===== src/rtl/core/vfm_pkg.sv =====
`default_nettype none

package vfm_pkg;

  localparam int unsigned NumFaults = 6;
  localparam int unsigned CfgIdxW   = 3;
  localparam int unsigned CfgDataW  = 16;

  // Fault bit positions in fault_flags and new_faults.
  localparam int unsigned FltLink  = 0;
  localparam int unsigned FltBatt  = 1;
  localparam int unsigned FltLeak  = 2;
  localparam int unsigned FltDepth = 3;
  localparam int unsigned FltPitch = 4;
  localparam int unsigned FltStall = 5;

  // Reciprocal of ten scaled by 2^16; exact for magnitudes below 16384.
  localparam logic [12:0] PitchRecip = 13'd6554;
  localparam int unsigned PitchShift = 16;

  localparam logic [15:0] LinkTimeoutRst = 16'd1000;
  localparam logic [15:0] BattFloorRst   = 16'd3300;
  localparam logic [13:0] DepthLimitRst  = 14'd1000;
  localparam logic [7:0]  PitchLimitRst  = 8'd45;
  localparam logic [7:0]  StallLimitRst  = 8'd10;
  localparam logic [15:0] BlinkNormalRst = 16'd500;
  localparam logic [15:0] BlinkAlarmRst  = 16'd100;

  typedef enum logic [CfgIdxW-1:0] {
    REG_LINK_TIMEOUT = 3'd0,
    REG_BATT_FLOOR   = 3'd1,
    REG_DEPTH_LIMIT  = 3'd2,
    REG_PITCH_LIMIT  = 3'd3,
    REG_STALL_LIMIT  = 3'd4,
    REG_BLINK_NORMAL = 3'd5,
    REG_BLINK_ALARM  = 3'd6
  } vfm_reg_e;

  typedef struct packed {
    logic [31:0]        now_ms;
    logic [31:0]        last_link_ms;
    logic [15:0]        battery_mv;
    logic               leak_seen;
    logic [13:0]        depth_level;
    logic signed [11:0] pitch_tenths;
    logic [31:0]        heartbeat;
  } vfm_in_t;

  typedef struct packed {
    logic [NumFaults-1:0] fault_flags;
    logic [NumFaults-1:0] new_faults;
    logic                 link_restored;
    logic                 stall_blow;
    logic                 emergency_blow;
    logic                 emergency;
    logic                 led_on;
  } vfm_out_t;

  typedef struct packed {
    logic [15:0] link_timeout_ms;
    logic [15:0] battery_floor_mv;
    logic [13:0] depth_limit_cm;
    logic [7:0]  pitch_limit_deg;
    logic [7:0]  stall_limit;
    logic [15:0] blink_normal_ms;
    logic [15:0] blink_alarm_ms;
  } vfm_cfg_t;

  typedef struct packed {
    logic [NumFaults-1:0] fault_bits;
    logic                 emergency_latched;
    logic [7:0]           stall_ticks;
    logic [31:0]          prior_heartbeat;
    logic                 led_level;
    logic [31:0]          last_toggle_ms;
  } vfm_state_t;

endpackage

`default_nettype wire


===== src/rtl/core/vfm_tick.sv =====
`default_nettype none

module vfm_tick import vfm_pkg::*; (
  input  wire vfm_in_t    item_i,
  input  wire vfm_cfg_t   cfg_i,
  input  wire vfm_state_t state_i,
  output vfm_state_t      state_o,
  output vfm_out_t        result_o
);

  logic [31:0]          link_age;
  logic [31:0]          blink_age;
  logic [11:0]          pitch_mag;
  logic [24:0]          pitch_prod;
  logic [8:0]           pitch_whole;
  logic                 hb_same;
  logic [7:0]           ticks_inc;
  logic                 restored;
  logic                 stall_set;
  logic [NumFaults-1:0] flt;
  logic                 emerg_set;
  logic                 emerg;
  logic [15:0]          interval;
  logic                 toggle;

  assign link_age    = item_i.now_ms - item_i.last_link_ms;
  assign pitch_mag   = item_i.pitch_tenths[11] ? 12'(-item_i.pitch_tenths)
                                               : 12'(item_i.pitch_tenths);
  assign pitch_prod  = 25'(pitch_mag) * 25'(PitchRecip);
  assign pitch_whole = pitch_prod[PitchShift+8:PitchShift];
  assign hb_same     = (item_i.heartbeat == state_i.prior_heartbeat);
  assign ticks_inc   = (state_i.stall_ticks == 8'hFF) ? 8'hFF : state_i.stall_ticks + 8'd1;

  always_comb begin
    flt       = state_i.fault_bits;
    restored  = 1'b0;
    stall_set = 1'b0;

    if (link_age > {16'd0, cfg_i.link_timeout_ms}) begin
      flt[FltLink] = 1'b1;
    end else if (state_i.fault_bits[FltLink]) begin
      flt[FltLink] = 1'b0;
      restored     = 1'b1;
    end

    if (item_i.battery_mv < cfg_i.battery_floor_mv) flt[FltBatt] = 1'b1;
    if (item_i.leak_seen) flt[FltLeak] = 1'b1;
    if (item_i.depth_level > cfg_i.depth_limit_cm) flt[FltDepth] = 1'b1;
    if (pitch_whole > {1'b0, cfg_i.pitch_limit_deg}) flt[FltPitch] = 1'b1;

    // A changed heartbeat clears the stall fault; an unchanged one counts up.
    if (hb_same) begin
      if (ticks_inc > cfg_i.stall_limit && !state_i.fault_bits[FltStall]) begin
        flt[FltStall] = 1'b1;
        stall_set     = 1'b1;
      end
    end else begin
      flt[FltStall] = 1'b0;
    end
  end

  assign emerg_set = (flt != '0) && !state_i.emergency_latched;
  assign emerg     = state_i.emergency_latched | emerg_set;
  assign interval  = emerg ? cfg_i.blink_alarm_ms : cfg_i.blink_normal_ms;
  assign blink_age = item_i.now_ms - state_i.last_toggle_ms;
  assign toggle    = (blink_age >= {16'd0, interval});

  always_comb begin
    state_o.fault_bits        = flt;
    state_o.emergency_latched = emerg;
    state_o.stall_ticks       = hb_same ? ticks_inc : 8'd0;
    state_o.prior_heartbeat   = item_i.heartbeat;
    state_o.led_level         = state_i.led_level ^ toggle;
    state_o.last_toggle_ms    = toggle ? item_i.now_ms : state_i.last_toggle_ms;
  end

  always_comb begin
    result_o.fault_flags    = flt;
    result_o.new_faults     = flt & ~state_i.fault_bits;
    result_o.link_restored  = restored;
    result_o.stall_blow     = stall_set;
    result_o.emergency_blow = emerg_set;
    result_o.emergency      = emerg;
    result_o.led_on         = state_i.led_level ^ toggle;
  end

endmodule

`default_nettype wire


===== src/rtl/core/vehicle_fault_monitor.sv =====
// An accepted item waits in the input register; its result is registered in the result register.
// Throughput: one item per cycle; the input register and the result register
// advance together whenever the result register is empty or being taken.
// The monitor state lives in one stage, so each tick sees all earlier ticks.
// Reset clears the fault state, the LED, the counters and both valid flags,
// and loads the default configuration. Configuration writes are registered.
`default_nettype none

module vehicle_fault_monitor import vfm_pkg::*; (
  input  wire logic                clk_i,
  input  wire logic                rst_ni,
  input  wire logic                in_valid_i,
  output logic                     in_ready_o,
  input  wire vfm_in_t             in_data_i,
  output logic                     out_valid_o,
  input  wire logic                out_ready_i,
  output vfm_out_t                 out_data_o,
  input  wire logic                cfg_valid_i,
  output logic                     cfg_ready_o,
  input  wire logic [CfgIdxW-1:0]  cfg_index_i,
  input  wire logic [CfgDataW-1:0] cfg_data_i
);

  vfm_in_t    in_q;
  logic       in_valid_q;
  vfm_out_t   out_q;
  vfm_out_t   out_d;
  logic       out_valid_q;
  vfm_state_t st_q;
  vfm_state_t st_d;
  vfm_cfg_t   cfg_q;
  logic       advance;
  logic       in_fire;

  assign advance     = in_valid_q && (!out_valid_q || out_ready_i);
  assign in_ready_o  = !in_valid_q || advance;
  assign in_fire     = in_valid_i && in_ready_o;
  assign cfg_ready_o = 1'b1;

  vfm_tick u_tick (
    .item_i   (in_q),
    .cfg_i    (cfg_q),
    .state_i  (st_q),
    .state_o  (st_d),
    .result_o (out_d)
  );

  always_ff @(posedge clk_i or negedge rst_ni) begin
    if (!rst_ni) begin
      in_valid_q  <= 1'b0;
      out_valid_q <= 1'b0;
      st_q        <= '0;
    end else begin
      if (in_fire) begin
        in_valid_q <= 1'b1;
      end else if (advance) begin
        in_valid_q <= 1'b0;
      end
      if (advance) begin
        out_valid_q <= 1'b1;
        st_q        <= st_d;
      end else if (out_ready_i) begin
        out_valid_q <= 1'b0;
      end
    end
  end

  always_ff @(posedge clk_i) begin
    if (in_fire) in_q <= in_data_i;
    if (advance) out_q <= out_d;
  end

  always_ff @(posedge clk_i or negedge rst_ni) begin
    if (!rst_ni) begin
      cfg_q.link_timeout_ms  <= LinkTimeoutRst;
      cfg_q.battery_floor_mv <= BattFloorRst;
      cfg_q.depth_limit_cm   <= DepthLimitRst;
      cfg_q.pitch_limit_deg  <= PitchLimitRst;
      cfg_q.stall_limit      <= StallLimitRst;
      cfg_q.blink_normal_ms  <= BlinkNormalRst;
      cfg_q.blink_alarm_ms   <= BlinkAlarmRst;
    end else if (cfg_valid_i) begin
      unique case (vfm_reg_e'(cfg_index_i))
        REG_LINK_TIMEOUT: cfg_q.link_timeout_ms  <= cfg_data_i;
        REG_BATT_FLOOR:   cfg_q.battery_floor_mv <= cfg_data_i;
        REG_DEPTH_LIMIT:  cfg_q.depth_limit_cm   <= cfg_data_i[13:0];
        REG_PITCH_LIMIT:  cfg_q.pitch_limit_deg  <= cfg_data_i[7:0];
        REG_STALL_LIMIT:  cfg_q.stall_limit      <= cfg_data_i[7:0];
        REG_BLINK_NORMAL: cfg_q.blink_normal_ms  <= cfg_data_i;
        REG_BLINK_ALARM:  cfg_q.blink_alarm_ms   <= cfg_data_i;
        default: ;
      endcase
    end
  end

  assign out_valid_o = out_valid_q;
  assign out_data_o  = out_q;

endmodule

`default_nettype wire


===== config.mk =====
export PLATFORM = sky130hd
export DESIGN_NAME = vehicle_fault_monitor
export DESIGN_NICKNAME = d
export VERILOG_FILES = /design/src/rtl/core/vfm_pkg.sv /design/src/rtl/core/vfm_tick.sv /design/src/rtl/core/vehicle_fault_monitor.sv
export SDC_FILE = /design/constraint.sdc
export NUM_CORES = 1
export LEC_CHECK = 0
export ABC_AREA = 1
export BUFFER_PORTS_ARGS = -buffer_cell sky130_fd_sc_hd__buf_2
export CORE_MARGIN = 1.5
export CORE_UTILIZATION = 40
export CTS_BUF_LIST = sky130_fd_sc_hd__clkbuf_2 sky130_fd_sc_hd__clkbuf_4 sky130_fd_sc_hd__clkbuf_8
export CTS_CLUSTER_DIAMETER = 30
export DETAILED_ROUTE_END_ITERATION = 10
export SYNTH_ARGS = -nofsm -noshare
export SYNTH_HDL_FRONTEND = slang
export SYNTH_SLANG_ARGS = --single-unit
export TNS_END_PERCENT = 50

===== constraint.sdc =====
create_clock -name clk_i -period 26.9 [get_ports clk_i]
set_input_delay 2.69 -clock clk_i [delete_from_list [all_inputs] [get_ports clk_i]]
set_output_delay 2.69 -clock clk_i [all_outputs]
set_load 0.02 [all_outputs]

# After elaboration in Yosys (flattened, before gate mapping)
# Cells that the tools add are included.
# totals
regBits	332
latchBits	0
ramBits	0
rom_bits	0
inputBits	163
output_inout_bits	20
elab_cells	91
memories	0
# op_classes
addsub	4
n_mul	1
n_div	0
order_cmp	6
n_eq_ne	8
shift	0
muxes	17
bitwise_logic	4
n_reduce_logical	22
# ops
op	count
32-bit subtractor	2
32-bit equality test	1
32-bit by 16-bit >= comparator with 1-bit output	1
32-bit by 16-bit greater-than comparator with 1-bit output	1
12-bit by 12-bit multiplier with 24-bit output (second input constant)	1
16-bit < comparator	1
16-bit 2-to-1 mux	1
8-bit 2-to-1 mux	2
2-bit AND reduction	8
14-bit greater-than comparator	1
1-bit 2-to-1 mux	13
12-bit 2-to-1 mux	1
12-bit negation	1
3-bit equality test (second input constant)	3
9-bit by 8-bit greater-than comparator with 1-bit output	1
8-bit by 1-bit adder with 8-bit output (second input constant)	1
8-bit equality test (second input constant)	1
8-bit greater-than comparator	1
6-bit AND	1
3-bit by 2-bit equality test with 1-bit output (second input constant)	2
6-bit NOT	1
6-bit nonzero test	1
1-bit logical AND	4
1-bit zero test	4
other kinds (6)	8

# Logic depth before layout (Yosys ltp)
# logic_depth
depth_word	12
depth_mapped	59
depth_no_buf	59

# Modules after synthesis
# A second synthesis with hierarchy kept.
# hier_totals
hier_cells	3019
hier_area_um2	23796.6
# modules_own_cells
module	instances	cells_each	area_each_um2	seq_area_each_um2
vfm_tick	1	2087	12146.6	0.0
vehicle_fault_monitor	1	932	11649.9	9130.0

# Least setup slack after synthesis
# No wires, ideal clock.
# synth_path
path_kind	register to register
startpoint	register in_q[34] in the netlist's numbering
endpoint	register st_q[12] in the netlist's numbering
setup_ns	0.117
t_arrival_ns	8.306
required_time_ns	26.783
setup_slack_ns	18.477
path_stages_with_launch	56
n_path_buf	1
synth_period_minus_slack_ns	8.423
path_cell_list	edfxtp_1 nor3_1 inv_1 nor2_1 inv_1 nor3_1 nor2_1 nand2_1 nand2_1 ha_1 inv_1 fa_1 inv_1 fa_1 fa_1 inv_1 fa_1 inv_1 (+20 left out) nand2_1 nand2_1 ha_1 a21oi_1 nor2_1 nor3_1 nand2_1 nand2_1 nand2_1 nand2_1 nand3_1 nor2_1 nand3_2 nor2_2 nand2_4 buf_2 nand3_1 nand2_1
# synth_lines
item	line	source
start: declaration	vehicle_fault_monitor.sv:24	vfm_in_t in_q;
start signal: assignment	vehicle_fault_monitor.sv:69	if (in_fire) in_q <= in_data_i;
end signal: assignment	vehicle_fault_monitor.sv:61	st_q <= st_d;
end: declaration	vehicle_fault_monitor.sv:29	vfm_state_t st_q;

==> results.rst <==
.. list-table::
   :header-rows: 1

   * - Metric
     - Value
   * - Status
     - completed
   * - Residual antenna-violating net count after detailed routing
     - 0
   * - DRC viols
     - 0
   * - Final critical-path setup slack
     - 17.17 ns
   * - Number of cells traversed by the worst hold path
     - 2
   * - Final worst hold slack
     - 0.467 ns
   * - Clock latency on the worst-skew pair
     - 0.69 ns
   * - Number of max-slew violations in the final report
     - 0
   * - Filler Cell Count
     - 5,461
   * - Register clock-pin slew on the reported worst setup and hold paths
     - 0.05 ns
   * - Slowest cell delay on critical path
     - 0.55 ns
   * - Synthesized instance count
     - 2,798
   * - Post-detailed-placement half-perimeter wirelength
     - 45,900 um
   * - Floorplan Core Area
     - 55,200 um2
   * - Portion of total power attributed to combinational logic
     - 45.2%
   * - Relative contribution of the clock network to total power
     - 26.9%
   * - Nets
     - 3,448
   * - Setup TNS
     - 0 ns
   * - Fraction of layout instances using a drive strength above 1
     - 13.1%
   * - Cell Count, Final, Fillers Out
     - 3,839
   * - Via count
     - 18.5k
   * - Cell area reported after detailed placement
     - 24,100 um2
   * - Share of Yosys cell area claimed by the top area cell type
     - 20.9%
   * - CP Data Required Time
     - 27.44 ns
   * - Final Hold Vio Count
     - 0
   * - Initial core utilization
     - 40.6%
   * - Number of optimization iterations in the first detailed-route pass
     - 6
   * - Placement row count
     - 86
   * - Final total power
     - 2.40 mW
   * - Internal power
     - 1.42 mW
   * - Final-report setup violation count
     - 0
   * - Register cell area after layout
     - 9130 um2
   * - Synth area leader
     - sky130_fd_sc_hd__edfxtp_1
   * - Count of routing violations after the opening detailed-route iteration
     - 1,087
   * - Vertical die dimension
     - 240 um
   * - Wire length of the first global-routing pass
     - 93,400 um
   * - Setup repair after global routing missed its margin
     - false
   * - Worst-case setup slack after placement
     - 17.16 ns
   * - Area of all placed cells without fillers
     - 25,900 um2
   * - Boundary pin count
     - 183
   * - Reg2Reg Depth
     - 54
   * - Arrival time of data at the critical path endpoint
     - 10.27 ns
   * - Number of distinct library cell variants in the gate-level netlist after synthesis
     - 50
   * - Register bit total from synthesis
     - 332
   * - Worst-Margin Slew
     - 1.13 ns
   * - Register area share after synthesis
     - 40.7%
   * - Die area
     - 57,500 um2
   * - Peak clock frequency supported by timing
     - 103 MHz
   * - Largest driver fanout on the critical path
     - 34
   * - Number of warning messages in the yosys log
     - 0
   * - Via count of the first global-routing pass
     - 18.3k
   * - Maximum level of the CTS H-tree
     - 3
   * - Total of hold buffers inserted after clock tree synthesis
     - 0
   * - Cell repeated most along the worst path
     - sky130_fd_sc_hd__nand2_1
   * - Final min period
     - 9.73 ns
   * - Combined area of all synthesized cells
     - 22,400 um2
   * - Post-cts gate resize count
     - 0
   * - Sw Pwr
     - 0.986 mW
   * - Final cycle utilization of the critical path
     - 36.2%
   * - Worst relative slew slack
     - 25.0%
   * - Global route overflow
     - 0
   * - Maximum number of buffers from clock root to sink
     - 3
   * - Buffers inserted during post-CTS setup optimization
     - 0
   * - Static leakage power
     - 13.5 nW
   * - Via-to-Cell Ratio
     - 4.81
   * - Placed Cells incl. Taps
     - 3,695
   * - Power density normalized to cell area
     - 92.9 nW/um2
   * - Crit path capture type
     - register
   * - Final Util
     - 46.9%
   * - DR WL/cell
     - 15.2 um
   * - Critical Path Source Type
     - register
   * - Total nets after synthesis
     - 3,221
   * - Clock root buffer
     - sky130_fd_sc_hd__clkbuf_8
   * - Post-synthesis area per instance
     - 8.01 um2
   * - Clk sinks
     - 332
   * - Reg-to-reg slack, setup
     - 17.17 ns
   * - Top post-synthesis cells by area
     - sky130_fd_sc_hd__edfxtp_1 21%, sky130_fd_sc_hd__dfrtp_1 16%, sky130_fd_sc_hd__nand2_1 14%
   * - CTS tree
     - yes
   * - Detailed-route wire length
     - 58,300 um
   * - Number of buffers created by CTS
     - 76
   * - Overall fraction of global-route tracks in use
     - 20.8%
   * - Final Wtd Congestion
     - 0.912
   * - Highest ir drop seen on vdd
     - 0.0000706 V
   * - Initial antenna violation count
     - 5
   * - Reg power frac
     - 27.9%
   * - Switching share of power
     - 41.0%
   * - Die outline width
     - 240 um
   * - Pin count of the biggest net entering global routing
     - 86
   * - CP max-delay cell
     - sky130_fd_sc_hd__fa_1
   * - Kind of critical path
     - register to register
   * - Worst min-delay path category
     - register to register
   * - Layout Area Growth over Synthesis
     - 15.4%
   * - Number of maximum-capacitance violations
     - 0
   * - Footprint of the multi-input gates
     - 11,000 um2
   * - Number of I/O port buffers
     - 181
   * - Setup clock skew after layout
     - 0.0459 ns
[power by group through the flow]
stage,combinational [mW],clock (mW),sequential (mW)
floorplan,0.819,0,0.671
global placement,1.06,0,0.677
detailed placement,1.08,0,0.679
CTS,1.09,0.663,0.671
global route,1.27,0.685,0.681
finish,1.09,0.646,0.671
[worst max-delay path, delay by kind of cell, from the launching register on]
| kind | cells | cell delay (ns) |
|---|---|---|
| AOI/OAI and AO/OA | 7 | 1.11 |
| xor gates and xnor gates | 1 | 0.18 |
| adders and majority gates | 8 | 3.37 |
| buffers and inverters | 9 | 0.52 |
| DFF | 1 | 0.49 |
| and+or+nand+nor | 29 | 3.91 |
[state kept, by name, summed over array words and instances, names as in the netlist]
| name | count |
|---|---|
| st_q | 80 |
| in_q | 139 |
| in_valid_q | 1 |
| out_valid_o | 1 |
| cfg_q | 94 |
| out_data_o | 17 |
[layout by cell type (no fill, tap or decap), types with 5 or more instances in the layout]
cell / synthesis / layout
sky130_fd_sc_hd__xnor2_1: 22 / 22
sky130_fd_sc_hd__buf_2: 1 / 180
sky130_fd_sc_hd__clkbuf_4: 0 / 17
sky130_fd_sc_hd__nor3_2: 5 / 5
sky130_fd_sc_hd__clkinv_1: 2 / 7
sky130_fd_sc_hd__nand3_1: 125 / 125
sky130_fd_sc_hd__buf_4: 5 / 5
sky130_fd_sc_hd__nor2_1: 182 / 182
sky130_fd_sc_hd__bufinv_16: 0 / 6
sky130_fd_sc_hd__or2_1: 8 / 8
sky130_fd_sc_hd__nand4_1: 39 / 39
sky130_fd_sc_hd__a21oi_1: 104 / 104
sky130_fd_sc_hd__nand2_1: 813 / 813
sky130_fd_sc_hd__clkbuf_8: 0 / 87
sky130_fd_sc_hd__o21ai_0: 165 / 165
sky130_fd_sc_hd__clkinv_2: 0 / 12
sky130_fd_sc_hd__nor2_2: 7 / 7
sky130_fd_sc_hd__inv_1: 540 / 539
sky130_fd_sc_hd__dfrtp_1: 143 / 143
sky130_fd_sc_hd__nand2_2: 11 / 11
sky130_fd_sc_hd__o21bai_1: 11 / 11
sky130_fd_sc_hd__ha_1: 222 / 222
sky130_fd_sc_hd__dfstp_2: 33 / 33
sky130_fd_sc_hd__edfxtp_1: 156 / 156
sky130_fd_sc_hd__xor2_1: 53 / 53
sky130_fd_sc_hd__nor3_1: 25 / 25
sky130_fd_sc_hd__fa_1: 38 / 38
sky130_fd_sc_hd__nand3b_1: 7 / 7
[cell usage after synthesis (all sizes together)]
cell type  count
a21oi        105
a31oi          2
clkbuf        28
and2           2
or2           14
and3           1
nor3          33
clkinv         2
dfstp         33
a21o           3
nand2        826
o21ai        166
buf            9
a211oi         2
dfrtp        143
nand3        129
nand4         42
o21a           1
o211ai         1
nand3b         8
o22ai          4
conb           1
edfxtp       156
o31ai          1
fa            38
ha           222
xor2          53
nor2         193
o21bai        11
nor4           4
xnor2         22
inv          543
[area by class of cell]
type / count / share of cell area (%)
clock buffers: 104 / 5.12
inverters: 545 / 7.93
flip-flops and latches: 332 / 35.3
diodes: 3 / 0.0290
repair buffers: 186 / 3.67
well taps: 748 / 3.62
multi-input cells: 1884 / 42.7
clock inverters: 37 / 1.63
[path summary, 6_finish.rpt]
path | start | endpoint
max | in_q[32] | st_q[32]
min | st_q[20] | st_q[20]
max reg2reg | in_q[32] | st_q[32]
min reg2reg | st_q[20] | st_q[20]
max in group asynchronous | rst_ni | st_q[62]
min in group asynchronous | rst_ni | st_q[18]
[cell families (layout without fill, tap and decap cells)]
logic type	after synthesis	after routing	synth area share, %
and+or+nand+nor	1252	1252	23.7
buffers and inverters	582	872	9.99
DFF	332	332	40.7
AOI/OAI and AO/OA	296	296	6.87
adders and majority gates	260	260	15.8
xor gates and xnor gates	75	75	2.93
other	1	4	0.0167
[layer usage]
layer / track usage, % / share of wire (%)
met5: 0 / 0.081
met4: 7.10 / 2.7
met3: 4.44 / 5.3
met2: 34.5 / 47
met1: 26.7 / 45
No activity file was read; power rests on OpenSTA's default activity.
